### src/rtl/cglg_pkg.sv
// ----------------------------------------------------------------------------
// cglg_pkg
// Shared constants, types and helpers of the color grading table entry
// generator: Q1.16 constants, preset codes, normalize table, stage records.
// ----------------------------------------------------------------------------
`default_nettype none

package cglg_pkg;

	// Grid and field geometry
	localparam int GRID_POINTS = 32;
	localparam int GRID_MAX    = GRID_POINTS - 1;
	localparam int IDX_W       = 5;
	localparam int IDX_N       = 2 ** IDX_W;
	localparam int ADDR_W      = 15;
	localparam int BYTE_W      = 8;
	localparam int PRESET_W    = 3;

	// Datapath widths: Q1.16 value, full product, rounded product
	localparam int VAL_W  = 17;
	localparam int PROD_W = 35;
	localparam int WIDE_W = PROD_W - 16;
	localparam int SLOPE_W = 18;

	typedef logic [VAL_W-1:0]   q16_t;
	typedef logic [PROD_W-1:0]  prod_w_t;
	typedef logic [WIDE_W-1:0]  wide_t;
	typedef logic [SLOPE_W-1:0] slope_t;
	typedef logic [ADDR_W-1:0]  addr_t;
	typedef logic [BYTE_W-1:0]  byte_t;
	typedef logic [PRESET_W-1:0] preset_t;

	// Preset codes
	localparam preset_t PRESET_NEUTRAL    = 3'd0;
	localparam preset_t PRESET_WARM       = 3'd1;
	localparam preset_t PRESET_COOL       = 3'd2;
	localparam preset_t PRESET_CONTRAST   = 3'd3;
	localparam preset_t PRESET_DESATURATE = 3'd4;

	// Q1.16 constants
	localparam q16_t ONE_Q16 = 17'd65536;
	localparam q16_t K_1_05  = 17'd68813;
	localparam q16_t K_0_85  = 17'd55706;
	localparam q16_t K_0_95  = 17'd62259;
	localparam q16_t K_1_10  = 17'd72090;
	localparam q16_t K_0_02  = 17'd1311;
	localparam q16_t K_0_03  = 17'd1966;
	localparam q16_t LUM_R   = 17'd13933;
	localparam q16_t LUM_G   = 17'd46872;
	localparam q16_t LUM_B   = 17'd4732;
	localparam prod_w_t HALF_LSB = 35'd32768;
	localparam slope_t THREE_Q16 = 18'd196608;

	// Channel slots
	localparam int CH_R = 0;
	localparam int CH_G = 1;
	localparam int CH_B = 2;

	// Normalize table: index to Q1.16, rounded to nearest
	typedef q16_t norm_tbl_t [IDX_N];

	function automatic norm_tbl_t build_norm();
		norm_tbl_t t;
		int        ii;
		for (int i = 0; i < IDX_N; i++) begin
			ii = (i > GRID_MAX) ? GRID_MAX : i;
			t[i] = VAL_W'((ii * 65536 + GRID_MAX / 2) / GRID_MAX);
		end
		return t;
	endfunction

	localparam norm_tbl_t NORM_TBL = build_norm();

	// Round a product back to Q1.16 scale, ties up
	function automatic wide_t rnd(prod_w_t p);
		prod_w_t s;
		s = p + HALF_LSB;
		return s[PROD_W-1:16];
	endfunction

	// Clamp to 1.0
	function automatic q16_t clamp_hi(wide_t v);
		return (v > WIDE_W'(ONE_Q16)) ? ONE_Q16 : v[VAL_W-1:0];
	endfunction

	function automatic wide_t widen(q16_t v);
		return WIDE_W'(v);
	endfunction

	// Stage records
	typedef struct packed {
		logic          valid;
		q16_t [2:0]    ch;
		addr_t         addr;
	} pix_t;

	typedef struct packed {
		logic          valid;
		q16_t [2:0]    ch;
		prod_w_t [2:0] prod;
		addr_t         addr;
	} prod_rec_t;

	typedef struct packed {
		logic          valid;
		q16_t [2:0]    ch;
		q16_t [2:0]    sm;
		addr_t         addr;
	} smooth_rec_t;

	typedef struct packed {
		logic          valid;
		byte_t [2:0]   px;
		addr_t         addr;
	} result_t;

endpackage

`default_nettype wire

### src/rtl/cglg_smooth.sv
// ----------------------------------------------------------------------------
// cglg_smooth
// Stages 4 and 5: smoothstep x*x*(3-2x) per channel, one multiply a stage.
// ----------------------------------------------------------------------------
`default_nettype none

module cglg_smooth (
	input  wire logic            clk,
	input  wire logic            arst_n,
	input  wire cglg_pkg::pix_t  pix_s3,
	output cglg_pkg::smooth_rec_t rec_s5
);

	logic                    valid_s4;
	cglg_pkg::q16_t [2:0]    ch_s4;
	cglg_pkg::q16_t [2:0]    sq_s4;
	cglg_pkg::slope_t [2:0]  slope_s4;
	cglg_pkg::addr_t         addr_s4;
	cglg_pkg::wide_t [2:0]   sq_w;

	// Square term
	always_comb begin
		for (int c = 0; c < 3; c++) begin
			sq_w[c] = cglg_pkg::rnd(cglg_pkg::PROD_W'(pix_s3.ch[c])
				* cglg_pkg::PROD_W'(pix_s3.ch[c]));
		end
	end

	always_ff @(posedge clk or negedge arst_n) begin
		if (!arst_n) begin
			valid_s4 <= 1'b0;
		end else begin
			valid_s4 <= pix_s3.valid;
		end
	end

	// Stage 4: square, 3 - 2x
	always_ff @(posedge clk) begin
		for (int c = 0; c < 3; c++) begin
			sq_s4[c]    <= sq_w[c][cglg_pkg::VAL_W-1:0];
			slope_s4[c] <= cglg_pkg::THREE_Q16 - {pix_s3.ch[c], 1'b0};
		end
		ch_s4   <= pix_s3.ch;
		addr_s4 <= pix_s3.addr;
	end

	// Stage 5: final product, clamp
	always_ff @(posedge clk or negedge arst_n) begin
		if (!arst_n) begin
			rec_s5 <= '0;
		end else begin
			rec_s5.valid <= valid_s4;
			for (int c = 0; c < 3; c++) begin
				rec_s5.sm[c] <= cglg_pkg::clamp_hi(cglg_pkg::rnd(
					cglg_pkg::PROD_W'(sq_s4[c]) * cglg_pkg::PROD_W'(slope_s4[c])));
			end
			rec_s5.ch   <= ch_s4;
			rec_s5.addr <= addr_s4;
		end
	end

endmodule

`default_nettype wire

### config.mk
export PLATFORM = sky130hd
export DESIGN_NAME = cglg_smooth
export DESIGN_NICKNAME = d
export VERILOG_FILES = /design/src/rtl/cglg_pkg.sv /design/src/rtl/cglg_smooth.sv
export SDC_FILE = /design/constraint.sdc
export NUM_CORES = 2
export LEC_CHECK = 0
export ABC_CLOCK_PERIOD_IN_PS = 19800
export BUFFER_PORTS_ARGS = -buffer_cell sky130_fd_sc_hd__clkbuf_2
export CORE_ASPECT_RATIO = 1.2
export CORE_UTILIZATION = 58
export DETAILED_ROUTE_END_ITERATION = 8
export PLACE_DENSITY = 0.75
export SYNTH_ARGS = -nofsm -noshare
export SYNTH_HDL_FRONTEND = slang
export SYNTH_SLANG_ARGS = --single-unit
### constraint.sdc
create_clock -name clk -period 19.8 [get_ports clk]
set_input_delay 3.96 -clock clk [delete_from_list [all_inputs] [get_ports clk]]
set_output_delay 3.96 -clock clk [all_outputs]
set_load 0.05 [all_outputs]
==> run metrics <==
Tightest Pin Transition=1.08 ns; Mean Syn Cell Area=9.42 um2; Setup Viol. Count Final=0; skew final=0.0274 ns; WP data required=20.34 ns; Mapped Cells=6357; FF-to-FF Start=sq_s4[25]; M1 GR Usage=0.329; Place WS=8.81 ns; CTS sink count=284; Max Cap Violations=0; most frequent cells in the layout=inv_1 (1554), fa_1 (1251), ha_1 (684); Post-Syn Area=0.0599 mm2; vias=42.3k; CTS Buf Count=38; Worst-path clk slew=0.07 ns; outcome=completed; H-tree depth=2; First DRT Iteration DRCs=2084; CTS max path bufs=3; share of layout cells above drive strength 1=0.0447; post-CTS sizing=0; WS Path Type=primary input to flop; CP max stage cell=a221oi_1; die area=0.105 mm2; internal reg-to-reg setup slack=12.09 ns; syn nets=8361; worst path cell trace=clkbuf_2 > clkinv_1 > nor2_1 > fa_1 > fa_1 > inv_1 > fa_1 > fa_1 > fa_1 > inv_1 > fa_1 > ha_1 > a21o_1 > a211o_1 > a221oi_1 > o21ai_0 > a21o_1 > a21oi_1 > xnor2_1; Worst setup SP type=primary input; area leader, netlist=fa_1; latest clock arrival within the worst-skew pair=0.60 ns; Top cell by count, worst path=fa_1; hpwl dp=109 mm; worst setup path start=pix_s3[37]; Critical Path AT=10.94 ns; nature of the critical path endpoint=flop; largest net degree at the start of global routing=67; antenna violations before repair=5; hold slack=0.320 ns; Die Ht=354 um; core area=0.102 mm2; ranking of synthesized cells by area=fa_1 (42%), ha_1 (14%), inv_1 (9.7%); slowest stage delay, CP=0.78 ns; worst-path fanout max=17; #FFs+latches synth=284; Post-Route WL=136 mm; fin. max-slew vios=0; clk root buf=clkbuf_16; fin cells=7770; IO Port Bufs=186; grt ovf=0; Placed Cells=7702; Initial Utilization=0.588; Final Hold Fails=0; Post-synth EDFFs=0; Post-CTS Setup Repair Bufs=0; CTS tree=built; antenna-violating nets left=0; Synth Flop Type=dfxtp_1; M3 GR Usage=0.0360; GRT busiest layer=met2; RSZ-0062 raised after global routing=false; global-route wire length before repair=230 mm; Nets=8381; top cell type's share of synthesized area=0.418; DRC Markers=0; worst setup margin=9.39 ns; Yosys cell types=84; number of fill cells in the layout=8560; die width=295 um; Synthesis Warnings=0; post-cts hold buffer count=0; min cycle time layout=10.41 ns; # IOs=187; most common cell after layout, fill and taps aside=inv_1; HP Start=ch_s4[6]; Area growth syn-to-layout=5.27%; Fmax achieved=96.1 MHz; DR pass1 iterations=7; setup tns final=0 ns; Via density=5.45; Tcrit/Tclk final=0.526; Final Wtd Congestion=0.921; sequential area share after synthesis=0.105; Tot GR Track Use=0.276; async set or reset register ratio after synthesis=0.419; GR Layer Usage met2=0.497; Slew Limit Headroom=0.281; Row Count=128; worst min-delay path category=flop to flop; routed length per instance=17.5 um; vias in the first global route=47.3k
## synthesized netlist by cell type, types with 5 or more instances
cell       count
inv_1       1554
a211o_1       10
nand4_1       25
nor4_1        19
xor2_1        47
nand2_1      646
and2_1       638
nor2_1       203
nand3_1       30
o211ai_1      17
clkinv_1      15
nor3b_1        8
xnor2_1      112
or3_1         10
nand2b_1      13
fa_1        1251
nand4b_1       8
nor3_1        70
o31ai_1       13
or4_1          7
or2_2         10
nor2b_1       21
o21bai_1      11
o2111ai_1      7
a21o_1        63
clkbuf_1     200
and4_1         9
mux2i_1        5
mux2_2         5
o21ai_0       69
ha_1         684
a21oi_1      121
dfxtp_1      165
o21a_1        24
dfrtp_1      119
a211oi_1      12
and3_1        23
a31oi_1       17
## metal layers
metal | vias up | routed length, um | share of wire
li1 | 19100 | - | -
met1 | 21500 | 52700 | 0.39
met2 | 1355 | 70400 | 0.52
met3 | 364 | 7480 | 0.055
met4 | 2 | 5720 | 0.042
met5 | - | 9 | 0.000066
## final cells by class
class                      instances  area (um2)  share of cell area
clock buffer                      42         987              0.0157
multi-input combinational       4295       46900               0.744
antenna                            1        2.50           0.0000397
inverter                        1570        5890              0.0935
timing repair buffer             188         952              0.0151
clock inverter                    25         293             0.00465
sequential                       284        6280              0.0997
tap                             1365        1710              0.0271
## state kept, by name, indices dropped and copies added, names as in the netlist
| register | cells |
|---|---|
| addr_s4 | 15 |
| ch_s4 | 51 |
| rec_s5 | 118 |
| valid_s4 | 1 |
| slope_s4 | 48 |
| sq_s4 | 51 |
## worst max-delay path, delay by kind of cell
| kind | cells | cell delay (ns) |
|---|---|---|
| xor gates and xnor gates | 1 | 0.13 |
| adders and majority gates | 7 | 3.31 |
| buffers and inverters | 4 | 0.93 |
| and+or+nand+nor | 1 | 0.34 |
| AOI/OAI and AO/OA | 6 | 2.26 |
## kinds of logic (layout without fill, tap and decap cells)
group	count (synthesis)	in the layout	share of synthesized area
multiplexers	10	10	0.00178
flip-flops	284	284	0.105
buffers and inverters	1778	1825	0.112
AND/OR/NAND/NOR	1756	1756	0.148
adder cells (fa/ha/maj)	1935	1935	0.561
XOR/XNOR	159	159	0.0233
AO/OA/AOI/OAI	435	435	0.0494
other	0	1	0
## per-stage QoR
stage,util,area [um2]
after global placement,0.606,61700
after global routing,0.619,63000
after CTS,0.619,63000
final,0.619,63000
after detailed placement,0.606,61700
after floorplan,-,59900
## final timing paths
kind,end,cells after the start
setup / recovery,sq_s4[32],19
hold / removal,rec_s5[72],0
min in group asynchronous,rec_s5[20],1
hold reg to reg,rec_s5[72],0
max in group asynchronous,rec_s5[65],2
setup reg to reg,rec_s5[35],22
Power is not shown: default switching activity piles up to over one toggle a cycle in this logic, so the estimate is an artifact.
