[src/rtl/cglg_pkg.sv]
// ----------------------------------------------------------------------------
// cglg_pkg
// Shared constants, types and helpers of the color grading table entry
// generator: Q1.16 constants, preset codes, normalize table, stage records.
// ----------------------------------------------------------------------------
`default_nettype none

package cglg_pkg;

	// Grid and field geometry
	localparam int GRID_POINTS = 32;
	localparam int GRID_MAX    = GRID_POINTS - 1;
	localparam int IDX_W       = 5;
	localparam int IDX_N       = 2 ** IDX_W;
	localparam int ADDR_W      = 15;
	localparam int BYTE_W      = 8;
	localparam int PRESET_W    = 3;

	// Datapath widths: Q1.16 value, full product, rounded product
	localparam int VAL_W  = 17;
	localparam int PROD_W = 35;
	localparam int WIDE_W = PROD_W - 16;
	localparam int SLOPE_W = 18;

	typedef logic [VAL_W-1:0]   q16_t;
	typedef logic [PROD_W-1:0]  prod_w_t;
	typedef logic [WIDE_W-1:0]  wide_t;
	typedef logic [SLOPE_W-1:0] slope_t;
	typedef logic [ADDR_W-1:0]  addr_t;
	typedef logic [BYTE_W-1:0]  byte_t;
	typedef logic [PRESET_W-1:0] preset_t;

	// Preset codes
	localparam preset_t PRESET_NEUTRAL    = 3'd0;
	localparam preset_t PRESET_WARM       = 3'd1;
	localparam preset_t PRESET_COOL       = 3'd2;
	localparam preset_t PRESET_CONTRAST   = 3'd3;
	localparam preset_t PRESET_DESATURATE = 3'd4;

	// Q1.16 constants
	localparam q16_t ONE_Q16 = 17'd65536;
	localparam q16_t K_1_05  = 17'd68813;
	localparam q16_t K_0_85  = 17'd55706;
	localparam q16_t K_0_95  = 17'd62259;
	localparam q16_t K_1_10  = 17'd72090;
	localparam q16_t K_0_02  = 17'd1311;
	localparam q16_t K_0_03  = 17'd1966;
	localparam q16_t LUM_R   = 17'd13933;
	localparam q16_t LUM_G   = 17'd46872;
	localparam q16_t LUM_B   = 17'd4732;
	localparam prod_w_t HALF_LSB = 35'd32768;
	localparam slope_t THREE_Q16 = 18'd196608;

	// Channel slots
	localparam int CH_R = 0;
	localparam int CH_G = 1;
	localparam int CH_B = 2;

	// Normalize table: index to Q1.16, rounded to nearest
	typedef q16_t norm_tbl_t [IDX_N];

	function automatic norm_tbl_t build_norm();
		norm_tbl_t t;
		int        ii;
		for (int i = 0; i < IDX_N; i++) begin
			ii = (i > GRID_MAX) ? GRID_MAX : i;
			t[i] = VAL_W'((ii * 65536 + GRID_MAX / 2) / GRID_MAX);
		end
		return t;
	endfunction

	localparam norm_tbl_t NORM_TBL = build_norm();

	// Round a product back to Q1.16 scale, ties up
	function automatic wide_t rnd(prod_w_t p);
		prod_w_t s;
		s = p + HALF_LSB;
		return s[PROD_W-1:16];
	endfunction

	// Clamp to 1.0
	function automatic q16_t clamp_hi(wide_t v);
		return (v > WIDE_W'(ONE_Q16)) ? ONE_Q16 : v[VAL_W-1:0];
	endfunction

	function automatic wide_t widen(q16_t v);
		return WIDE_W'(v);
	endfunction

	// Stage records
	typedef struct packed {
		logic          valid;
		q16_t [2:0]    ch;
		addr_t         addr;
	} pix_t;

	typedef struct packed {
		logic          valid;
		q16_t [2:0]    ch;
		prod_w_t [2:0] prod;
		addr_t         addr;
	} prod_rec_t;

	typedef struct packed {
		logic          valid;
		q16_t [2:0]    ch;
		q16_t [2:0]    sm;
		addr_t         addr;
	} smooth_rec_t;

	typedef struct packed {
		logic          valid;
		byte_t [2:0]   px;
		addr_t         addr;
	} result_t;

endpackage

`default_nettype wire

[src/rtl/cglg_quantize.sv]
// ----------------------------------------------------------------------------
// cglg_quantize
// Stage 6: choose the smoothed or plain value, clamp and round to bytes.
// ----------------------------------------------------------------------------
`default_nettype none

module cglg_quantize (
	input  wire logic                  clk,
	input  wire logic                  arst_n,
	input  wire cglg_pkg::preset_t     preset,
	input  wire cglg_pkg::smooth_rec_t rec_s5,
	output cglg_pkg::result_t          res_s6
);

	localparam int SCALE_W = cglg_pkg::VAL_W + cglg_pkg::BYTE_W;

	logic                 use_smooth;
	cglg_pkg::q16_t       v [3];
	logic [SCALE_W-1:0]   scaled [3];

	// Pick the curve output for warm and contrast, then v*255 rounded
	always_comb begin
		use_smooth = (preset == cglg_pkg::PRESET_WARM) ||
			(preset == cglg_pkg::PRESET_CONTRAST);
		for (int c = 0; c < 3; c++) begin
			v[c] = use_smooth ? rec_s5.sm[c] :
				cglg_pkg::clamp_hi(cglg_pkg::widen(rec_s5.ch[c]));
			scaled[c] = {v[c], 8'd0} - SCALE_W'(v[c]) + SCALE_W'(cglg_pkg::HALF_LSB);
		end
	end

	// Advance the valid bit and register the bytes
	always_ff @(posedge clk or negedge arst_n) begin
		if (!arst_n) begin
			res_s6 <= '0;
		end else begin
			res_s6.valid <= rec_s5.valid;
			for (int c = 0; c < 3; c++) begin
				res_s6.px[c] <= scaled[c][23:16];
			end
			res_s6.addr <= rec_s5.addr;
		end
	end

endmodule

`default_nettype wire

[config.mk]
export PLATFORM = sky130hd
export DESIGN_NAME = cglg_quantize
export DESIGN_NICKNAME = d
export VERILOG_FILES = /design/src/rtl/cglg_pkg.sv /design/src/rtl/cglg_quantize.sv
export SDC_FILE = /design/constraint.sdc
export NUM_CORES = 1
export LEC_CHECK = 0
export ABC_AREA = 1
export BUFFER_PORTS_ARGS = -buffer_cell sky130_fd_sc_hd__buf_2
export CAP_MARGIN = 30
export CORE_ASPECT_RATIO = 0.5
export CORE_UTILIZATION = 30
export CTS_BUF_LIST = sky130_fd_sc_hd__clkbuf_4 sky130_fd_sc_hd__clkbuf_8
export DETAILED_ROUTE_END_ITERATION = 6
export GPL_TIMING_DRIVEN = 0
export HOLD_SLACK_MARGIN = 0.02
export MAX_ROUTING_LAYER = met4
export PLACE_DENSITY_LB_ADDON = 0.1
export SLEW_MARGIN = 20
export SYNTH_ARGS = -nofsm -noshare
export SYNTH_HDL_FRONTEND = slang
export SYNTH_SLANG_ARGS = --single-unit
export TNS_END_PERCENT = 50
[constraint.sdc]
create_clock -name clk -period 0.8 [get_ports clk]
set_clock_uncertainty 0.15 [all_clocks]
set_input_delay 0.24 -clock clk [delete_from_list [all_inputs] [get_ports clk]]
set_output_delay 0.24 -clock clk [all_outputs]
set_load 0.1 [all_outputs]
==> results.ini <==
[clock_tree]
tritoncts.num_buffers=5
cts_htree_levels=2
clock_tree.root_cell=clkbuf_8
numClockSinks=40
cts_tree=built
clkSlewWorstSetupHoldPaths_ps=80
cts.path.max_buffers=2

[sta]
final_max_slew_viol_count=0
postLayoutSetupSlackWorst_ps=-1820
timing.slew.headroom_pct=65.2
final-hold-violation-count=56
unrepaired_setup_endpoints_after_global_routing=true
fin_crit_ps=2620
setup_total_negative_slack_ps=-60510
fin_worst_hold_slack_ps=-253
setup_viol=64
worst_pin_slew_ps=522
final_min_period_over_clock_period_pct=327
fmaxAchievable_mhz=382

[finish]
largest-register=res_s6
most_common_cell_after_layout_fill_and_taps_aside=nand2_1
syn_to_final_growth_pct=99.6
reg_top3=res_s6 (40)
antenna_cells_inserted=0
post_layout_nonfiller_instances=1312
layout.nets=1264
most-common-layout-cells=nand2_1 (144), buf_2 (92), inv_1 (88), buf_4 (82), nor2_1 (78)
n_fill_cell=1431
final_layout_size_suffix_gt1_share_pct=59.4
design_area_mm2=0.0102
largest_reg_flops=40

[pwr]
power.switching_fraction_pct=50.6
intPower_mw=8.78
power.switching_mw=9.01
vdd.ir_drop.worst_uv=1730
p_seq_share_pct=15.7
static-leakage-power_nw=4.83
clock_power_share_pct=9.6
combinationalPowerShare_pct=74.7
pwr_density_cell_mw_per_mm2=1740

[outcome]
outcome=finished, violations left
violations=negative hold slack, negative setup slack

[synth]
synthMuxAreaShare_pct=0.586
synth_compound_gate_area_share_pct=13.3
postSynth.topFlopCell=dfrtp_1
netlist_area_mm2=0.00512
synth-adder-area-share_pct=13.9
synth_enable_flop_cells=0
synth.net_count=982
synth_seq_area_share_pct=19.5
syn-mean-instance-area_um2=6.39
synth-seq-cells=40
synth_cells=802
synth.distinct_cells=46
synth_simple_gate_area_share_pct=37.4
synth_top_family_by_area=simple AND/OR/NAND/NOR gates
post_synth_xor_area_fraction_pct=2.74
synth_warn=0
synth-async-reset-ratio_pct=100

[floorplanning]
floorplan.rows=33
chipWidth_um=187
die_y_um=94.4
initial_core_util_pct=31.0
fp.dieArea_mm2=0.0176
core-area_mm2=0.0165
floorplan.io_pins=163

[route]
routed-via-count=6262
wl_um=20200
count_of_unresolved_drc_violations_after_routing=0
detailedRoute.firstIterationViolations=154
drtPass1Iterations=4
route.detailed.vias_per_inst=4.77
antenna_violating_nets_post_route=0
routed_wire_length_per_instance_um=15.4

[global_route]
globalRouteTotalUtil_pct=23.1
grt_start_max_net_pins=41
first_pass_grt_wire_length_um=31400
number_of_antenna_violations_at_the_first_check_in_global_routing=0
first_global_vias=6395
gr-total-overflow=0

[worst_setup_path]
critPathMaxStageDelay_ps=210
slowest_stage=ha_4
timing.critical_path.to_type=register
critPathLaunchType=primary input
cp.arrival_ps=2660
crit_fanout=5
worstSetupPathType=primary input to register
worst_path_dominant_cell_family=simple AND/OR/NAND/NOR gates
worst-path-buf-inv=5
timing.critical_path.mode_cell=nand2_2
worst_ep_required_time_ps=840

[placed_design]
dpl_cell_area_mm2=0.00681
numPortBuffers=161
hpwl_um=14100
routabilityCongestion=0.869
placed_cells_incl_taps=1190

[flow_run]
cap_viol_max_count=0

[hold_path]
hold_path.class=primary input to async pin

routing by layer:
metal	part of all wire, %	wire (um)	global-route usage, %	vias to the layer above
met3	2.5	507	3.08	40
met5	0	0	-	-
met4	2.4	481	5.67	0
met1	41	8360	25.5	2963
met2	54	10800	44.4	113
li1	-	-	-	3146
power groups by stage:
stage	Combinational [mW]	Sequential, mW	Clock (mW)
5_1_grt	14.1	2.84	1.89
6_report	13.3	2.79	1.71
3_5_place_dp	8.87	2.61	0
4_1_cts	12.0	2.78	1.82
3_3_place_gp	8.87	2.62	0
2_1_floorplan	3.88	5.81	0
repair_timing:
item,CTS,global route
buffers inserted,87,25
resized for setup,391,136
hold endpoints to repair,56,56
pin swaps,156,133
cloned,7,0
setup endpoints to repair,104,64
cell usage after synthesis, types with 2 or more instances:
library cell / number / area, um^2
a31oi_1: 10 / 62.6
nor4_1: 4 / 25.0
buf_8: 2 / 30.0
inv_1: 125 / 469
a21boi_1: 2 / 15.0
ha_1: 57 / 713
nor2_4: 2 / 22.5
nand4_1: 16 / 100
nand2_2: 16 / 100
buf_12: 3 / 60.1
xnor2_1: 4 / 35.0
a21oi_2: 2 / 17.5
mux2i_1: 3 / 30.0
a221oi_1: 3 / 26.3
nand2_4: 2 / 22.5
buf_4: 3 / 22.5
inv_2: 6 / 22.5
nand3_2: 5 / 50.1
xor2_1: 12 / 105
nor2_2: 13 / 81.3
nand2_1: 206 / 773
a21o_1: 4 / 30.0
o21ai_0: 16 / 80.1
nand3b_1: 5 / 37.5
dfrtp_1: 40 / 1000
a21oi_4: 2 / 32.5
o21a_1: 2 / 15.0
o21bai_1: 2 / 15.0
nor3_1: 13 / 65.1
buf_1: 2 / 7.51
buf_6: 2 / 22.5
a211oi_1: 2 / 15.0
a21oi_1: 43 / 215
nor2_1: 121 / 454
nand3_1: 37 / 185
o221a_2: 3 / 33.8
a22oi_2: 3 / 37.5
stage by stage:
step	util [%]	worst slack [ps]	total power, mW
2_1_floorplan	-	-1810	9.69
3_3_place_gp	41.2	-2470	11.5
3_5_place_dp	41.2	-2450	11.5
4_1_cts	57.4	-1760	16.6
5_1_grt	61.9	-1970	18.8
6_report	61.9	-1820	17.8
final cells by class:
class | instances | area (um^2) | area share (%)
inverter | 131 | 519 | 5.08
multi-input combinational | 618 | 5400 | 52.8
clock buffer | 5 | 68.8 | 0.673
buffer | 13 | 220 | 2.15
timing repair buffer | 275 | 2650 | 26.0
tap | 227 | 284 | 2.78
clock inverter | 3 | 46.3 | 0.453
sequential | 40 | 1030 | 10.1
logic make-up (layout without fill, tap and decap cells):
kind of cell,after synthesis,count (layout)
buffers and inverters,144,427
multiplexers,3,3
adder cells (fa/ha/maj),57,57
flip-flops,40,40
AND/OR/NAND/NOR,440,440
AO/OA/AOI/OAI,102,102
XOR/XNOR,16,16
path summary, 6_finish.rpt:
path,start,to,cells past startpoint
worst min-delay path,arst_n,res_s6[26],1
max in group asynchronous,arst_n,res_s6[15],1
worst max-delay path,rec_s5[81],res_s6[19],25
min in group clk,rec_s5[14],res_s6[14],1
Power figures use the tool's default switching activity.
