==> src/rtl/cglg_pkg.sv <==
// ----------------------------------------------------------------------------
// cglg_pkg
// Shared constants, types and helpers of the color grading table entry
// generator: Q1.16 constants, preset codes, normalize table, stage records.
// ----------------------------------------------------------------------------
`default_nettype none

package cglg_pkg;

	// Grid and field geometry
	localparam int GRID_POINTS = 32;
	localparam int GRID_MAX    = GRID_POINTS - 1;
	localparam int IDX_W       = 5;
	localparam int IDX_N       = 2 ** IDX_W;
	localparam int ADDR_W      = 15;
	localparam int BYTE_W      = 8;
	localparam int PRESET_W    = 3;

	// Datapath widths: Q1.16 value, full product, rounded product
	localparam int VAL_W  = 17;
	localparam int PROD_W = 35;
	localparam int WIDE_W = PROD_W - 16;
	localparam int SLOPE_W = 18;

	typedef logic [VAL_W-1:0]   q16_t;
	typedef logic [PROD_W-1:0]  prod_w_t;
	typedef logic [WIDE_W-1:0]  wide_t;
	typedef logic [SLOPE_W-1:0] slope_t;
	typedef logic [ADDR_W-1:0]  addr_t;
	typedef logic [BYTE_W-1:0]  byte_t;
	typedef logic [PRESET_W-1:0] preset_t;

	// Preset codes
	localparam preset_t PRESET_NEUTRAL    = 3'd0;
	localparam preset_t PRESET_WARM       = 3'd1;
	localparam preset_t PRESET_COOL       = 3'd2;
	localparam preset_t PRESET_CONTRAST   = 3'd3;
	localparam preset_t PRESET_DESATURATE = 3'd4;

	// Q1.16 constants
	localparam q16_t ONE_Q16 = 17'd65536;
	localparam q16_t K_1_05  = 17'd68813;
	localparam q16_t K_0_85  = 17'd55706;
	localparam q16_t K_0_95  = 17'd62259;
	localparam q16_t K_1_10  = 17'd72090;
	localparam q16_t K_0_02  = 17'd1311;
	localparam q16_t K_0_03  = 17'd1966;
	localparam q16_t LUM_R   = 17'd13933;
	localparam q16_t LUM_G   = 17'd46872;
	localparam q16_t LUM_B   = 17'd4732;
	localparam prod_w_t HALF_LSB = 35'd32768;
	localparam slope_t THREE_Q16 = 18'd196608;

	// Channel slots
	localparam int CH_R = 0;
	localparam int CH_G = 1;
	localparam int CH_B = 2;

	// Normalize table: index to Q1.16, rounded to nearest
	typedef q16_t norm_tbl_t [IDX_N];

	function automatic norm_tbl_t build_norm();
		norm_tbl_t t;
		int        ii;
		for (int i = 0; i < IDX_N; i++) begin
			ii = (i > GRID_MAX) ? GRID_MAX : i;
			t[i] = VAL_W'((ii * 65536 + GRID_MAX / 2) / GRID_MAX);
		end
		return t;
	endfunction

	localparam norm_tbl_t NORM_TBL = build_norm();

	// Round a product back to Q1.16 scale, ties up
	function automatic wide_t rnd(prod_w_t p);
		prod_w_t s;
		s = p + HALF_LSB;
		return s[PROD_W-1:16];
	endfunction

	// Clamp to 1.0
	function automatic q16_t clamp_hi(wide_t v);
		return (v > WIDE_W'(ONE_Q16)) ? ONE_Q16 : v[VAL_W-1:0];
	endfunction

	function automatic wide_t widen(q16_t v);
		return WIDE_W'(v);
	endfunction

	// Stage records
	typedef struct packed {
		logic          valid;
		q16_t [2:0]    ch;
		addr_t         addr;
	} pix_t;

	typedef struct packed {
		logic          valid;
		q16_t [2:0]    ch;
		prod_w_t [2:0] prod;
		addr_t         addr;
	} prod_rec_t;

	typedef struct packed {
		logic          valid;
		q16_t [2:0]    ch;
		q16_t [2:0]    sm;
		addr_t         addr;
	} smooth_rec_t;

	typedef struct packed {
		logic          valid;
		byte_t [2:0]   px;
		addr_t         addr;
	} result_t;

endpackage

`default_nettype wire

==> src/rtl/cglg_normalize.sv <==
// ----------------------------------------------------------------------------
// cglg_normalize
// Stage 1: saturate grid indices, look up Q1.16 coordinates, form the
// linear entry address.
// ----------------------------------------------------------------------------
`default_nettype none

module cglg_normalize (
	input  wire logic                          clk,
	input  wire logic                          arst_n,
	input  wire logic                          in_valid,
	input  wire logic [cglg_pkg::IDX_W-1:0]    red_index,
	input  wire logic [cglg_pkg::IDX_W-1:0]    green_index,
	input  wire logic [cglg_pkg::IDX_W-1:0]    blue_index,
	output cglg_pkg::pix_t                     pix_s1
);

	logic [cglg_pkg::IDX_W-1:0] ri, gi, bi;
	cglg_pkg::addr_t            addr;

	// Saturate each index to the top grid point
	always_comb begin
		ri = (int'(red_index) > cglg_pkg::GRID_MAX) ?
			cglg_pkg::IDX_W'(cglg_pkg::GRID_MAX) : red_index;
		gi = (int'(green_index) > cglg_pkg::GRID_MAX) ?
			cglg_pkg::IDX_W'(cglg_pkg::GRID_MAX) : green_index;
		bi = (int'(blue_index) > cglg_pkg::GRID_MAX) ?
			cglg_pkg::IDX_W'(cglg_pkg::GRID_MAX) : blue_index;
		addr = cglg_pkg::ADDR_W'(int'(bi) * cglg_pkg::GRID_POINTS * cglg_pkg::GRID_POINTS
			+ int'(gi) * cglg_pkg::GRID_POINTS + int'(ri));
	end

	// Advance the valid bit and capture the payload
	always_ff @(posedge clk or negedge arst_n) begin
		if (!arst_n) begin
			pix_s1 <= '0;
		end else begin
			pix_s1.valid              <= in_valid;
			pix_s1.ch[cglg_pkg::CH_R] <= cglg_pkg::NORM_TBL[ri];
			pix_s1.ch[cglg_pkg::CH_G] <= cglg_pkg::NORM_TBL[gi];
			pix_s1.ch[cglg_pkg::CH_B] <= cglg_pkg::NORM_TBL[bi];
			pix_s1.addr               <= addr;
		end
	end

endmodule

`default_nettype wire

==> config.mk <==
export PLATFORM = sky130hd
export DESIGN_NAME = cglg_normalize
export DESIGN_NICKNAME = d
export VERILOG_FILES = /design/src/rtl/cglg_pkg.sv /design/src/rtl/cglg_normalize.sv
export SDC_FILE = /design/constraint.sdc
export NUM_CORES = 1
export LEC_CHECK = 0
export BUFFER_PORTS_ARGS = -buffer_cell sky130_fd_sc_hd__buf_2
export CAP_MARGIN = 30
export CORE_ASPECT_RATIO = 1.4
export CORE_MARGIN = 2
export CORE_UTILIZATION = 49
export DETAILED_ROUTE_END_ITERATION = 8
export PLACE_DENSITY_LB_ADDON = 0.12
export REMOVE_ABC_BUFFERS = 1
export SYNTH_ARGS = -nofsm -noshare
export SYNTH_HDL_FRONTEND = slang
export SYNTH_SLANG_ARGS = --single-unit
==> constraint.sdc <==
create_clock -name clk -period 1 [get_ports clk]
set_input_delay 0.2 -clock clk [delete_from_list [all_inputs] [get_ports clk]]
set_output_delay 0.2 -clock clk [all_outputs]
set_load 0.01 [all_outputs]
==> impl_results.md <==
- Outcome: complete, but fails checks
- Failing checks: negative setup slack
- Netlist Area Pre-Place: 1850 um2
- Commonest cells post-synth: sky130_fd_sc_hd__dfrtp_1 (46), sky130_fd_sc_hd__buf_4 (24), sky130_fd_sc_hd__inv_1 (16)
- Ranking of synthesized cells by area: sky130_fd_sc_hd__dfrtp_1 (62%), sky130_fd_sc_hd__buf_4 (9.7%), sky130_fd_sc_hd__ha_1 (8.1%)
- Deepest clock path buffer count: 2
- Clock transition time at the flip-flop clock pins of the worst setup and hold paths: 80 ps
- Initial antenna violation count: 0
- Met1 Use GR: 0.169
- Worst rel slew slack: 0.838
- Unrepaired setup endpoints after global routing: true
- Max reg flops: 46
- Share of the synthesized area in the top cell type: 0.621
- First-pass DRT Iterations: 4
- P per Cell Area: 1580 nW/um2
- Number of buffers inserted during clock tree synthesis: 5
- Final hold violation count: 0
- Data required time of the worst path: 800 ps
- Sum of internal, switching and leakage power: 0.00371 W
- Count of routing violations after the opening detailed-route iteration: 18
- Global-route usage over all layers: 0.160
- Yosys warns: 0
- Share of synthesized registers carrying an async set or reset: 1.00
- Inserted Diodes: 0
- Starting density of the core: 0.509
- Final Critical Period: 1030 ps
- Row count: 26
- VDD IR max: 1580 uV
- Maximum clock frequency: 974 MHz
- Fin worst setup slack: -27.1 ps
- Number of H-tree branching levels: 2
- Top flip-flop cell by instance count after synthesis: sky130_fd_sc_hd__dfrtp_1
- Critical path launch point type: flop
- Synth-to-Final Area Change: 26.9%
- Total of buffers placed on input and output ports: 84
- Highest net fanout along the worst path: 3
- Worst hold-check path type: in2reg
- Final nets: 247
- Clk sink count: 46
- Final-layout setup total negative slack: -566 ps
- Wire length of the first global-routing pass: 5420 um
- Clock tree from TritonCTS: done
- Endpoint kind of the worst setup timing path: primary output
- Grt total ovfl: 0
- Post-route fraction of the period consumed by the critical path: 1.03
- Synth Register Bits: 46
- Largest registers ranked by flip-flop count: pix_s1 x46
- Family with the most delay on the worst path: flip-flops
- Routed wire per std cell: 12.8 um
- GRT busiest layer: met2
- Routed Antenna Nets: 0
- Final Routed Wirelength: 3330 um
- Leakage dissipation: 1.28 nW
- Total half-perimeter wirelength after legalization and detailed placement: 2510 um
- Max_cap viols: 0
- Data arrival, critical path: 830 ps
- Via count: 1222
- M2 GR Usage: 0.286
- Core Box Area: 3640 um2
- Gp weighted congestion: 0.725
- Worst setup slack before clock tree synthesis: 6.00 ps
- Number of buffer and inverter stages on the critical path: 1
- Post-detailed-route DRC marker count: 0
- Clock Root Buffer: sky130_fd_sc_hd__clkbuf_8
- Total count of max-transition violations in the final report: 0
- Share of cells above drive strength 1: 0.495
- Number of global-route vias before repair: 1225
- Largest stage delay on the critical path: 390 ps
- Yosys cell types: 19
- Sequential share of the synthesized area: 0.621
- Die ar.: 4300 um2
- Fillers: 300
- Most numerous cell in the Yosys netlist: sky130_fd_sc_hd__dfrtp_1
- Top register by number of flip-flops: pix_s1
- Met3 GRT Util: 0.0523
- Crit path kind: reg2out
- EDFF count, synth: 0
- # setup viols final: 35
- Number of placed I/O pins: 85
- Largest area contributor in the synthesized netlist: sky130_fd_sc_hd__dfrtp_1
- Die Width: 56.0 um
- Post-Synthesis Cells: 139
- Post-Place Cells: 250
- Die Y: 76.8 um
- Master of the slowest instance on the critical path: sky130_fd_sc_hd__dfrtp_1
- Non-Filler Instances: 260
- Cells along the critical path: buf_2
- Actual transition at the worst max-transition pin: 243 ps
- Vias per std cell: 4.70
- Synthesized area per cell: 13.3 um2
- Pin count of the biggest net entering global routing: 47
[final timing paths]
kind | from | endpoint | slack [ps] | cells past startpoint
worst max-delay path | pix_s1[63] | pix_s1[58] | -30 | 1
worst min-delay path | green_index[0] | pix_s1[5] | 80 | 1
max in group asynchronous | arst_n | pix_s1[31] | 370 | 3
min in group asynchronous | arst_n | pix_s1[48] | 410 | 3
[per-layer routing]
metal	part of all wire	routed length [um]	vias up
met3	0.071	235	4
met5	0	0	-
li1	-	-	583
met2	0.53	1760	46
met1	0.39	1290	589
met4	0.013	44	0
[logic make-up after synthesis]
family,after synthesis,synth area share
simple gates,9,0.0310
xor+xnor,6,0.0283
flops,46,0.621
buf+inv,41,0.132
mux,8,0.0472
compound gates,17,0.0594
fa+ha+maj,12,0.0810
[layout make-up]
type / instances / area (um2) / area share
Timing Repair Buffer: 96 / 541 / 0.230
Clock buffer: 7 / 86.3 / 0.0367
Clock inverter: 1 / 5.00 / 0.00213
Sequential cell: 46 / 1150 / 0.489
Inverter: 16 / 60.1 / 0.0255
Multi-Input combinational cell: 52 / 458 / 0.195
Tap cell: 42 / 52.6 / 0.0223
[timing repair]
item / CTS / global route
hold endpoints to repair: 47 / 0
buffers inserted: 0 / 0
resized for setup: 0 / 2
hold buffers: 2 / 0
setup endpoints to repair: 50 / 66
[where the power goes]
part,switching (W),total (W),internal [W]
combinational,0.000318,0.000567,0.000250
clock,0.000575,0.00113,0.000558
sequential,0.0000397,0.00201,0.00197
[metrics by stage]
| step | hold slack [ps] | utilization | cell area, um2 |
|---|---|---|---|
| after detailed placement | 199 | 0.612 | 2230 |
| after floorplan | -95.6 | - | 1670 |
| final | 80.7 | 0.646 | 2350 |
| after CTS | 76.3 | 0.643 | 2340 |
| after global placement | 194 | 0.612 | 2230 |
| after global routing | 75.2 | 0.646 | 2350 |
[layout by cell type (no fill, tap or decap), types with 2 or more instances in the layout]
cell type	instances
sky130_fd_sc_hd__dfrtp_1	46
sky130_fd_sc_hd__inv_1	16
sky130_fd_sc_hd__clkbuf_8	6
sky130_fd_sc_hd__nand3_2	3
sky130_fd_sc_hd__dlygate4sd3_1	2
sky130_fd_sc_hd__buf_2	82
sky130_fd_sc_hd__mux2_1	2
sky130_fd_sc_hd__a41oi_1	2
sky130_fd_sc_hd__ha_1	12
sky130_fd_sc_hd__xor2_1	3
sky130_fd_sc_hd__mux2_2	4
sky130_fd_sc_hd__nor2_1	2
sky130_fd_sc_hd__a21oi_1	2
sky130_fd_sc_hd__xnor2_1	3
sky130_fd_sc_hd__a31oi_1	12
sky130_fd_sc_hd__nand2_1	2
sky130_fd_sc_hd__buf_6	2
sky130_fd_sc_hd__mux2i_1	2
sky130_fd_sc_hd__buf_4	9
Power figures use the tool's default switching activity.
