[config.mk]
export PLATFORM = sky130hd
export DESIGN_NAME = cglg_grade
export DESIGN_NICKNAME = d
export VERILOG_FILES = /design/src/rtl/cglg_pkg.sv /design/src/rtl/cglg_grade.sv
export SDC_FILE = /design/constraint.sdc
export NUM_CORES = 2
export LEC_CHECK = 0
export BUFFER_PORTS_ARGS = -buffer_cell sky130_fd_sc_hd__buf_2
export CORE_UTILIZATION = 52
export CTS_BUF_LIST = sky130_fd_sc_hd__clkbuf_8
export DETAILED_ROUTE_END_ITERATION = 7
export GPL_ROUTABILITY_DRIVEN = 0
export PLACE_DENSITY_LB_ADDON = 0.05
export SLEW_MARGIN = 20
export SYNTH_ARGS = -nofsm -noshare
export SYNTH_HDL_FRONTEND = slang
export SYNTH_SLANG_ARGS = --single-unit
[constraint.sdc]
create_clock -name clk -period 7.4 [get_ports clk]
set_input_delay 0.37 -clock clk [delete_from_list [all_inputs] [get_ports clk]]
set_output_delay 0.37 -clock clk [all_outputs]
set_load 0.01 [all_outputs]
[src/rtl/cglg_pkg.sv]
// ----------------------------------------------------------------------------
// cglg_pkg
// Shared constants, types and helpers of the color grading table entry
// generator: Q1.16 constants, preset codes, normalize table, stage records.
// ----------------------------------------------------------------------------
`default_nettype none

package cglg_pkg;

	// Grid and field geometry
	localparam int GRID_POINTS = 32;
	localparam int GRID_MAX    = GRID_POINTS - 1;
	localparam int IDX_W       = 5;
	localparam int IDX_N       = 2 ** IDX_W;
	localparam int ADDR_W      = 15;
	localparam int BYTE_W      = 8;
	localparam int PRESET_W    = 3;

	// Datapath widths: Q1.16 value, full product, rounded product
	localparam int VAL_W  = 17;
	localparam int PROD_W = 35;
	localparam int WIDE_W = PROD_W - 16;
	localparam int SLOPE_W = 18;

	typedef logic [VAL_W-1:0]   q16_t;
	typedef logic [PROD_W-1:0]  prod_w_t;
	typedef logic [WIDE_W-1:0]  wide_t;
	typedef logic [SLOPE_W-1:0] slope_t;
	typedef logic [ADDR_W-1:0]  addr_t;
	typedef logic [BYTE_W-1:0]  byte_t;
	typedef logic [PRESET_W-1:0] preset_t;

	// Preset codes
	localparam preset_t PRESET_NEUTRAL    = 3'd0;
	localparam preset_t PRESET_WARM       = 3'd1;
	localparam preset_t PRESET_COOL       = 3'd2;
	localparam preset_t PRESET_CONTRAST   = 3'd3;
	localparam preset_t PRESET_DESATURATE = 3'd4;

	// Q1.16 constants
	localparam q16_t ONE_Q16 = 17'd65536;
	localparam q16_t K_1_05  = 17'd68813;
	localparam q16_t K_0_85  = 17'd55706;
	localparam q16_t K_0_95  = 17'd62259;
	localparam q16_t K_1_10  = 17'd72090;
	localparam q16_t K_0_02  = 17'd1311;
	localparam q16_t K_0_03  = 17'd1966;
	localparam q16_t LUM_R   = 17'd13933;
	localparam q16_t LUM_G   = 17'd46872;
	localparam q16_t LUM_B   = 17'd4732;
	localparam prod_w_t HALF_LSB = 35'd32768;
	localparam slope_t THREE_Q16 = 18'd196608;

	// Channel slots
	localparam int CH_R = 0;
	localparam int CH_G = 1;
	localparam int CH_B = 2;

	// Normalize table: index to Q1.16, rounded to nearest
	typedef q16_t norm_tbl_t [IDX_N];

	function automatic norm_tbl_t build_norm();
		norm_tbl_t t;
		int        ii;
		for (int i = 0; i < IDX_N; i++) begin
			ii = (i > GRID_MAX) ? GRID_MAX : i;
			t[i] = VAL_W'((ii * 65536 + GRID_MAX / 2) / GRID_MAX);
		end
		return t;
	endfunction

	localparam norm_tbl_t NORM_TBL = build_norm();

	// Round a product back to Q1.16 scale, ties up
	function automatic wide_t rnd(prod_w_t p);
		prod_w_t s;
		s = p + HALF_LSB;
		return s[PROD_W-1:16];
	endfunction

	// Clamp to 1.0
	function automatic q16_t clamp_hi(wide_t v);
		return (v > WIDE_W'(ONE_Q16)) ? ONE_Q16 : v[VAL_W-1:0];
	endfunction

	function automatic wide_t widen(q16_t v);
		return WIDE_W'(v);
	endfunction

	// Stage records
	typedef struct packed {
		logic          valid;
		q16_t [2:0]    ch;
		addr_t         addr;
	} pix_t;

	typedef struct packed {
		logic          valid;
		q16_t [2:0]    ch;
		prod_w_t [2:0] prod;
		addr_t         addr;
	} prod_rec_t;

	typedef struct packed {
		logic          valid;
		q16_t [2:0]    ch;
		q16_t [2:0]    sm;
		addr_t         addr;
	} smooth_rec_t;

	typedef struct packed {
		logic          valid;
		byte_t [2:0]   px;
		addr_t         addr;
	} result_t;

endpackage

`default_nettype wire

[src/rtl/cglg_grade.sv]
// ----------------------------------------------------------------------------
// cglg_grade
// Stages 2 and 3: per-channel gain multiply, then offsets, clamps and the
// luminance mix of the selected preset.
// ----------------------------------------------------------------------------
`default_nettype none

module cglg_grade (
	input  wire logic              clk,
	input  wire logic              arst_n,
	input  wire cglg_pkg::preset_t preset,
	input  wire cglg_pkg::pix_t    pix_s1,
	output cglg_pkg::pix_t         pix_s3
);

	cglg_pkg::q16_t [2:0]   gain;
	cglg_pkg::prod_rec_t    rec_s2;
	cglg_pkg::q16_t [2:0]   adj;
	cglg_pkg::wide_t        t_r, t_g, t_b;
	logic [cglg_pkg::PROD_W:0] lum_sum;
	cglg_pkg::wide_t        lum;
	logic [cglg_pkg::WIDE_W:0] mix [3];

	// Pick the per-channel gain of the preset
	always_comb begin
		case (preset)
			cglg_pkg::PRESET_WARM: begin
				gain = {cglg_pkg::K_0_85, cglg_pkg::ONE_Q16, cglg_pkg::K_1_05};
			end
			cglg_pkg::PRESET_COOL: begin
				gain = {cglg_pkg::K_1_10, cglg_pkg::K_0_95, cglg_pkg::K_0_85};
			end
			cglg_pkg::PRESET_DESATURATE: begin
				gain = {cglg_pkg::LUM_B, cglg_pkg::LUM_G, cglg_pkg::LUM_R};
			end
			default: begin
				gain = {cglg_pkg::ONE_Q16, cglg_pkg::ONE_Q16, cglg_pkg::ONE_Q16};
			end
		endcase
	end

	// Stage 2: multiply
	always_ff @(posedge clk or negedge arst_n) begin
		if (!arst_n) begin
			rec_s2 <= '0;
		end else begin
			rec_s2.valid <= pix_s1.valid;
			for (int c = 0; c < 3; c++) begin
				rec_s2.prod[c] <= cglg_pkg::PROD_W'(pix_s1.ch[c])
					* cglg_pkg::PROD_W'(gain[c]);
			end
			rec_s2.ch   <= pix_s1.ch;
			rec_s2.addr <= pix_s1.addr;
		end
	end

	// Apply offsets, clamps and the luminance mix
	always_comb begin
		t_r = cglg_pkg::rnd(rec_s2.prod[cglg_pkg::CH_R]);
		t_g = cglg_pkg::rnd(rec_s2.prod[cglg_pkg::CH_G]);
		t_b = cglg_pkg::rnd(rec_s2.prod[cglg_pkg::CH_B]);
		lum_sum = (cglg_pkg::PROD_W+1)'(rec_s2.prod[cglg_pkg::CH_R])
			+ (cglg_pkg::PROD_W+1)'(rec_s2.prod[cglg_pkg::CH_G])
			+ (cglg_pkg::PROD_W+1)'(rec_s2.prod[cglg_pkg::CH_B])
			+ (cglg_pkg::PROD_W+1)'(cglg_pkg::HALF_LSB);
		lum = lum_sum[cglg_pkg::WIDE_W+15:16];
		for (int c = 0; c < 3; c++) begin
			mix[c] = (cglg_pkg::WIDE_W+1)'(lum) + (cglg_pkg::WIDE_W+1)'(rec_s2.ch[c])
				+ (cglg_pkg::WIDE_W+1)'(1);
		end
		case (preset)
			cglg_pkg::PRESET_WARM: begin
				adj[cglg_pkg::CH_R] = cglg_pkg::clamp_hi(t_r + cglg_pkg::widen(cglg_pkg::K_0_02));
				adj[cglg_pkg::CH_G] = rec_s2.ch[cglg_pkg::CH_G];
				adj[cglg_pkg::CH_B] = (t_b > cglg_pkg::widen(cglg_pkg::K_0_02)) ?
					cglg_pkg::clamp_hi(t_b - cglg_pkg::widen(cglg_pkg::K_0_02)) : '0;
			end
			cglg_pkg::PRESET_COOL: begin
				adj[cglg_pkg::CH_R] = cglg_pkg::clamp_hi(
					cglg_pkg::widen(cglg_pkg::clamp_hi(t_r))
					+ cglg_pkg::widen(cglg_pkg::K_0_02));
				adj[cglg_pkg::CH_G] = cglg_pkg::clamp_hi(
					cglg_pkg::widen(cglg_pkg::clamp_hi(t_g + cglg_pkg::widen(cglg_pkg::K_0_02)))
					+ cglg_pkg::widen(cglg_pkg::K_0_02));
				adj[cglg_pkg::CH_B] = cglg_pkg::clamp_hi(
					cglg_pkg::widen(cglg_pkg::clamp_hi(t_b + cglg_pkg::widen(cglg_pkg::K_0_03)))
					+ cglg_pkg::widen(cglg_pkg::K_0_02));
			end
			cglg_pkg::PRESET_DESATURATE: begin
				for (int c = 0; c < 3; c++) begin
					adj[c] = mix[c][cglg_pkg::VAL_W:1];
				end
			end
			default: begin
				adj = rec_s2.ch;
			end
		endcase
	end

	// Stage 3: hold the graded channels
	always_ff @(posedge clk or negedge arst_n) begin
		if (!arst_n) begin
			pix_s3 <= '0;
		end else begin
			pix_s3.valid <= rec_s2.valid;
			pix_s3.ch    <= adj;
			pix_s3.addr  <= rec_s2.addr;
		end
	end

endmodule

`default_nettype wire

==> flow_summary_export.csv <==
group,metric,value,unit
routing,drt-total-wl,119000,um
routing,dr.first_iter.drc_count,2669,
global_route,grt_start_max_net_pins,144,
floorplanning,coreArea,76200,um^2
global_route,grt_remaining_overflow,0,
synth,syn_avg_cell_area,9.50,um^2
setup_path,slowest_stage,"sky130_fd_sc_hd__or3b_2",
synth,synth_area_leaders,"sky130_fd_sc_hd__fa_1, sky130_fd_sc_hd__ha_1, sky130_fd_sc_hd__dfrtp_1, sky130_fd_sc_hd__inv_1, sky130_fd_sc_hd__xnor2_1",
synth,synth.cells.most_frequent,"sky130_fd_sc_hd__inv_1, sky130_fd_sc_hd__fa_1, sky130_fd_sc_hd__ha_1, sky130_fd_sc_hd__nand2_1, sky130_fd_sc_hd__dfrtp_1",
cts,cts-htree-levels,2,
sta,worst_slew_margin_relative_to_its_limit,33.9,%
finish,flow.area_growth_from_synthesis,14.4,%
cts,cts_made_buffers,42,
placement,placed_instances,5627,
cts,clock_latency_of_the_later_clocked_register_in_the_worst_skew_pair,0.62,ns
finish,post_route_cells_drive_above_1_share,13.5,%
placement,port_buffers,138,
routing,route.vias.total,31567,
synth,number_of_synthesized_register_bits,235,
setup_path,critical_path_peak_fanout,6,
floorplanning,pin_count,139,
global_route,grt_first_pass_wirelength,187000,um
sta,fin_worst_skew,0.0435,ns
sta,post-route-period-util,93.8,%
sta,top_achievable_clock_speed,144,MHz
status,status,"complete, but fails checks",
floorplanning,initial_core_util,52.7,%
setup_path,critPathMaxStageDelay,0.57,ns
sta,final_max_slew_viol_count,0,
cts,clkSinkCount,235,
floorplanning,die_boundary_height,280,um
synth,post_synthesis_sequential_area_ratio,14.6,%
setup_path,crit_arrival,7.43,ns
routing,drc,2,
sta,layout_min_cycle_time,6.94,ns
finish,layout_nets,5901,
setup_path,timing_worst_setup_path_type,"input pin to register",
cts,cts.repair_timing.setup_buffer_count,0,
synth,netlist_instances,4227,
synth,synth_flop_cell,"sky130_fd_sc_hd__dfrtp_1",
sta,final_setup_violating_endpoints,0,
min_path,hp-class,"input pin to async pin",
placement,hpwl_after_detailed_placement,101000,um
job,max_cap_viol_count,0,
synth,synthDominantAreaCellType,"sky130_fd_sc_hd__fa_1",
setup_path,worstSetupStartpoint,"preset[2]",
routing,drt-wirelength-per-cell,20.6,um
setup_path,reg2reg_depth,23,
cts,cts_buffer_depth,3,
global_route,gr-usage-all-layers,31.3,%
global_route,grt_pass1_vias,32734,
routing,drt-pass1-iter-count,8,
synth,synth_nets,5419,
cts,clk_pin_slew,0.07,ns
synth,post-synth-top-count-cell,"sky130_fd_sc_hd__inv_1",
synth,synth-async-reset-ratio,100,%
synth,syn_area,40200,um^2
setup_path,start_kind,"input pin",
setup_path,cp_data_required_time,7.89,ns
synth,yosys_warnings,0,
finish,n_fill_cell,6810,
setup_path,cp_common_cell,"sky130_fd_sc_hd__fa_1",
synth,count_of_unique_library_cells_instantiated_by_yosys,106,
cts,cts_root_buf,"sky130_fd_sc_hd__clkbuf_8",
global_route,grt_antenna_before_repair,9,
routing,drt-vias-per-instance,5.47,
cts,tritoncts,"built",
finish,final_cell_count_no_fill,5775,
sta,grt_setup_unrepaired,"no",
sta,timing_hold_violations_final,0,
floorplanning,rows,101,
status,violations,"DRC",
floorplanning,die-area,78300,um^2
synth,post_synth_edffs,0,
routing,drt.antenna.violating_nets,0,
sta,tightest_slew,0.984,ns
setup_path,reg2reg_from,"rec_s2[66]",
synth,netlist.area_leader.share,29.4,%
floorplanning,die_x,280,um
setup_path,critPathCaptureType,"register",
## state kept, by name, summed over array words and instances (netlist names)
signal	flops
rec_s2	168
pix_s3	67
## cell usage in the layout (no fill, tap or decap), types with 77 or more instances in the layout
| master | synthesis | final |
|---|---|---|
| sky130_fd_sc_hd__inv_1 | 830 | 840 |
| sky130_fd_sc_hd__fa_1 | 589 | 589 |
| sky130_fd_sc_hd__ha_1 | 531 | 531 |
| sky130_fd_sc_hd__buf_4 | 9 | 317 |
| sky130_fd_sc_hd__nand2_1 | 245 | 244 |
| sky130_fd_sc_hd__dfrtp_1 | 235 | 235 |
| sky130_fd_sc_hd__nor2_1 | 222 | 220 |
| sky130_fd_sc_hd__xnor2_1 | 191 | 191 |
| sky130_fd_sc_hd__a21oi_1 | 147 | 147 |
| sky130_fd_sc_hd__buf_2 | 22 | 137 |
| sky130_fd_sc_hd__and3_1 | 111 | 111 |
| sky130_fd_sc_hd__o21ai_0 | 100 | 100 |
| sky130_fd_sc_hd__xor2_1 | 77 | 77 |
## critical path: cells and delay by family
family | cells | cell delay [ns]
and+or+nand+nor | 8 | 1.78
adders and majority gates | 7 | 3.32
buffers and inverters | 9 | 0.82
AOI/OAI and AO/OA | 6 | 1.14
## area by class of cell
class / instances / area [um^2] / area share (%)
Multi-Input combinational cell: 3071 / 30800 / 67.1
Clock inverter: 24 / 225 / 0.490
Sequential cell: 235 / 5880 / 12.8
Timing Repair Buffer: 529 / 3880 / 8.45
Antenna cell: 3 / 7.51 / 0.0163
Clock buffer: 53 / 729 / 1.59
Inverter: 830 / 3120 / 6.78
Tap cell: 1030 / 1290 / 2.81
## metrics by stage
stage	area [um^2]	hold slack, ns	TNS, ns	utilization [%]	worst slack, ns
after CTS	45900	0.326	0	60.2	0.404
after detailed placement	44300	0.337	-1.55	58.1	-0.252
final	45900	0.330	0	60.3	0.458
after global placement	44300	0.331	-1.06	58.1	-0.320
after floorplan	40200	0.0744	0	-	0.0171
after global routing	45900	0.358	0	60.3	0.00402
## layer usage
metal  wire, um  global-route usage (%)
met1      53200                    44.0
met3       7310                    3.59
met2      54000                    50.0
met4       4390                    10.9
met5          0                       0
## repair_timing
item                       in CTS  in global routing
setup endpoints to repair       0                  3
resized for setup               0                  2
hold endpoints to repair      159                  0
hold buffers                   68                  0
## worst paths after layout
check	end	slack, ns
hold reg to reg	pix_s3[10]	0.35
max in group asynchronous	rec_s2[82]	5.76
setup reg to reg	pix_s3[48]	0.68
setup / recovery	rec_s2[117]	0.46
hold / removal	rec_s2[5]	0.33
min in group clk	pix_s3[10]	0.35
## cell families (layout without fill, tap and decap cells)
logic type / Yosys count / in the layout / share of synthesized area, %
adder cells (fa/ha/maj): 1120 / 1120 / 45.9
AND/OR/NAND/NOR: 1042 / 1042 / 13.4
buffers and inverters: 921 / 1436 / 8.80
AO/OA/AOI/OAI: 622 / 622 / 10.8
XOR/XNOR: 272 / 272 / 6.04
flip-flops: 235 / 235 / 14.6
multiplexers: 15 / 15 / 0.377
other: 0 / 3 / 0
Power is left out: the tool's default activity adds up to more than one toggle a clock period on the data nets, which glitch-free logic cannot reach.
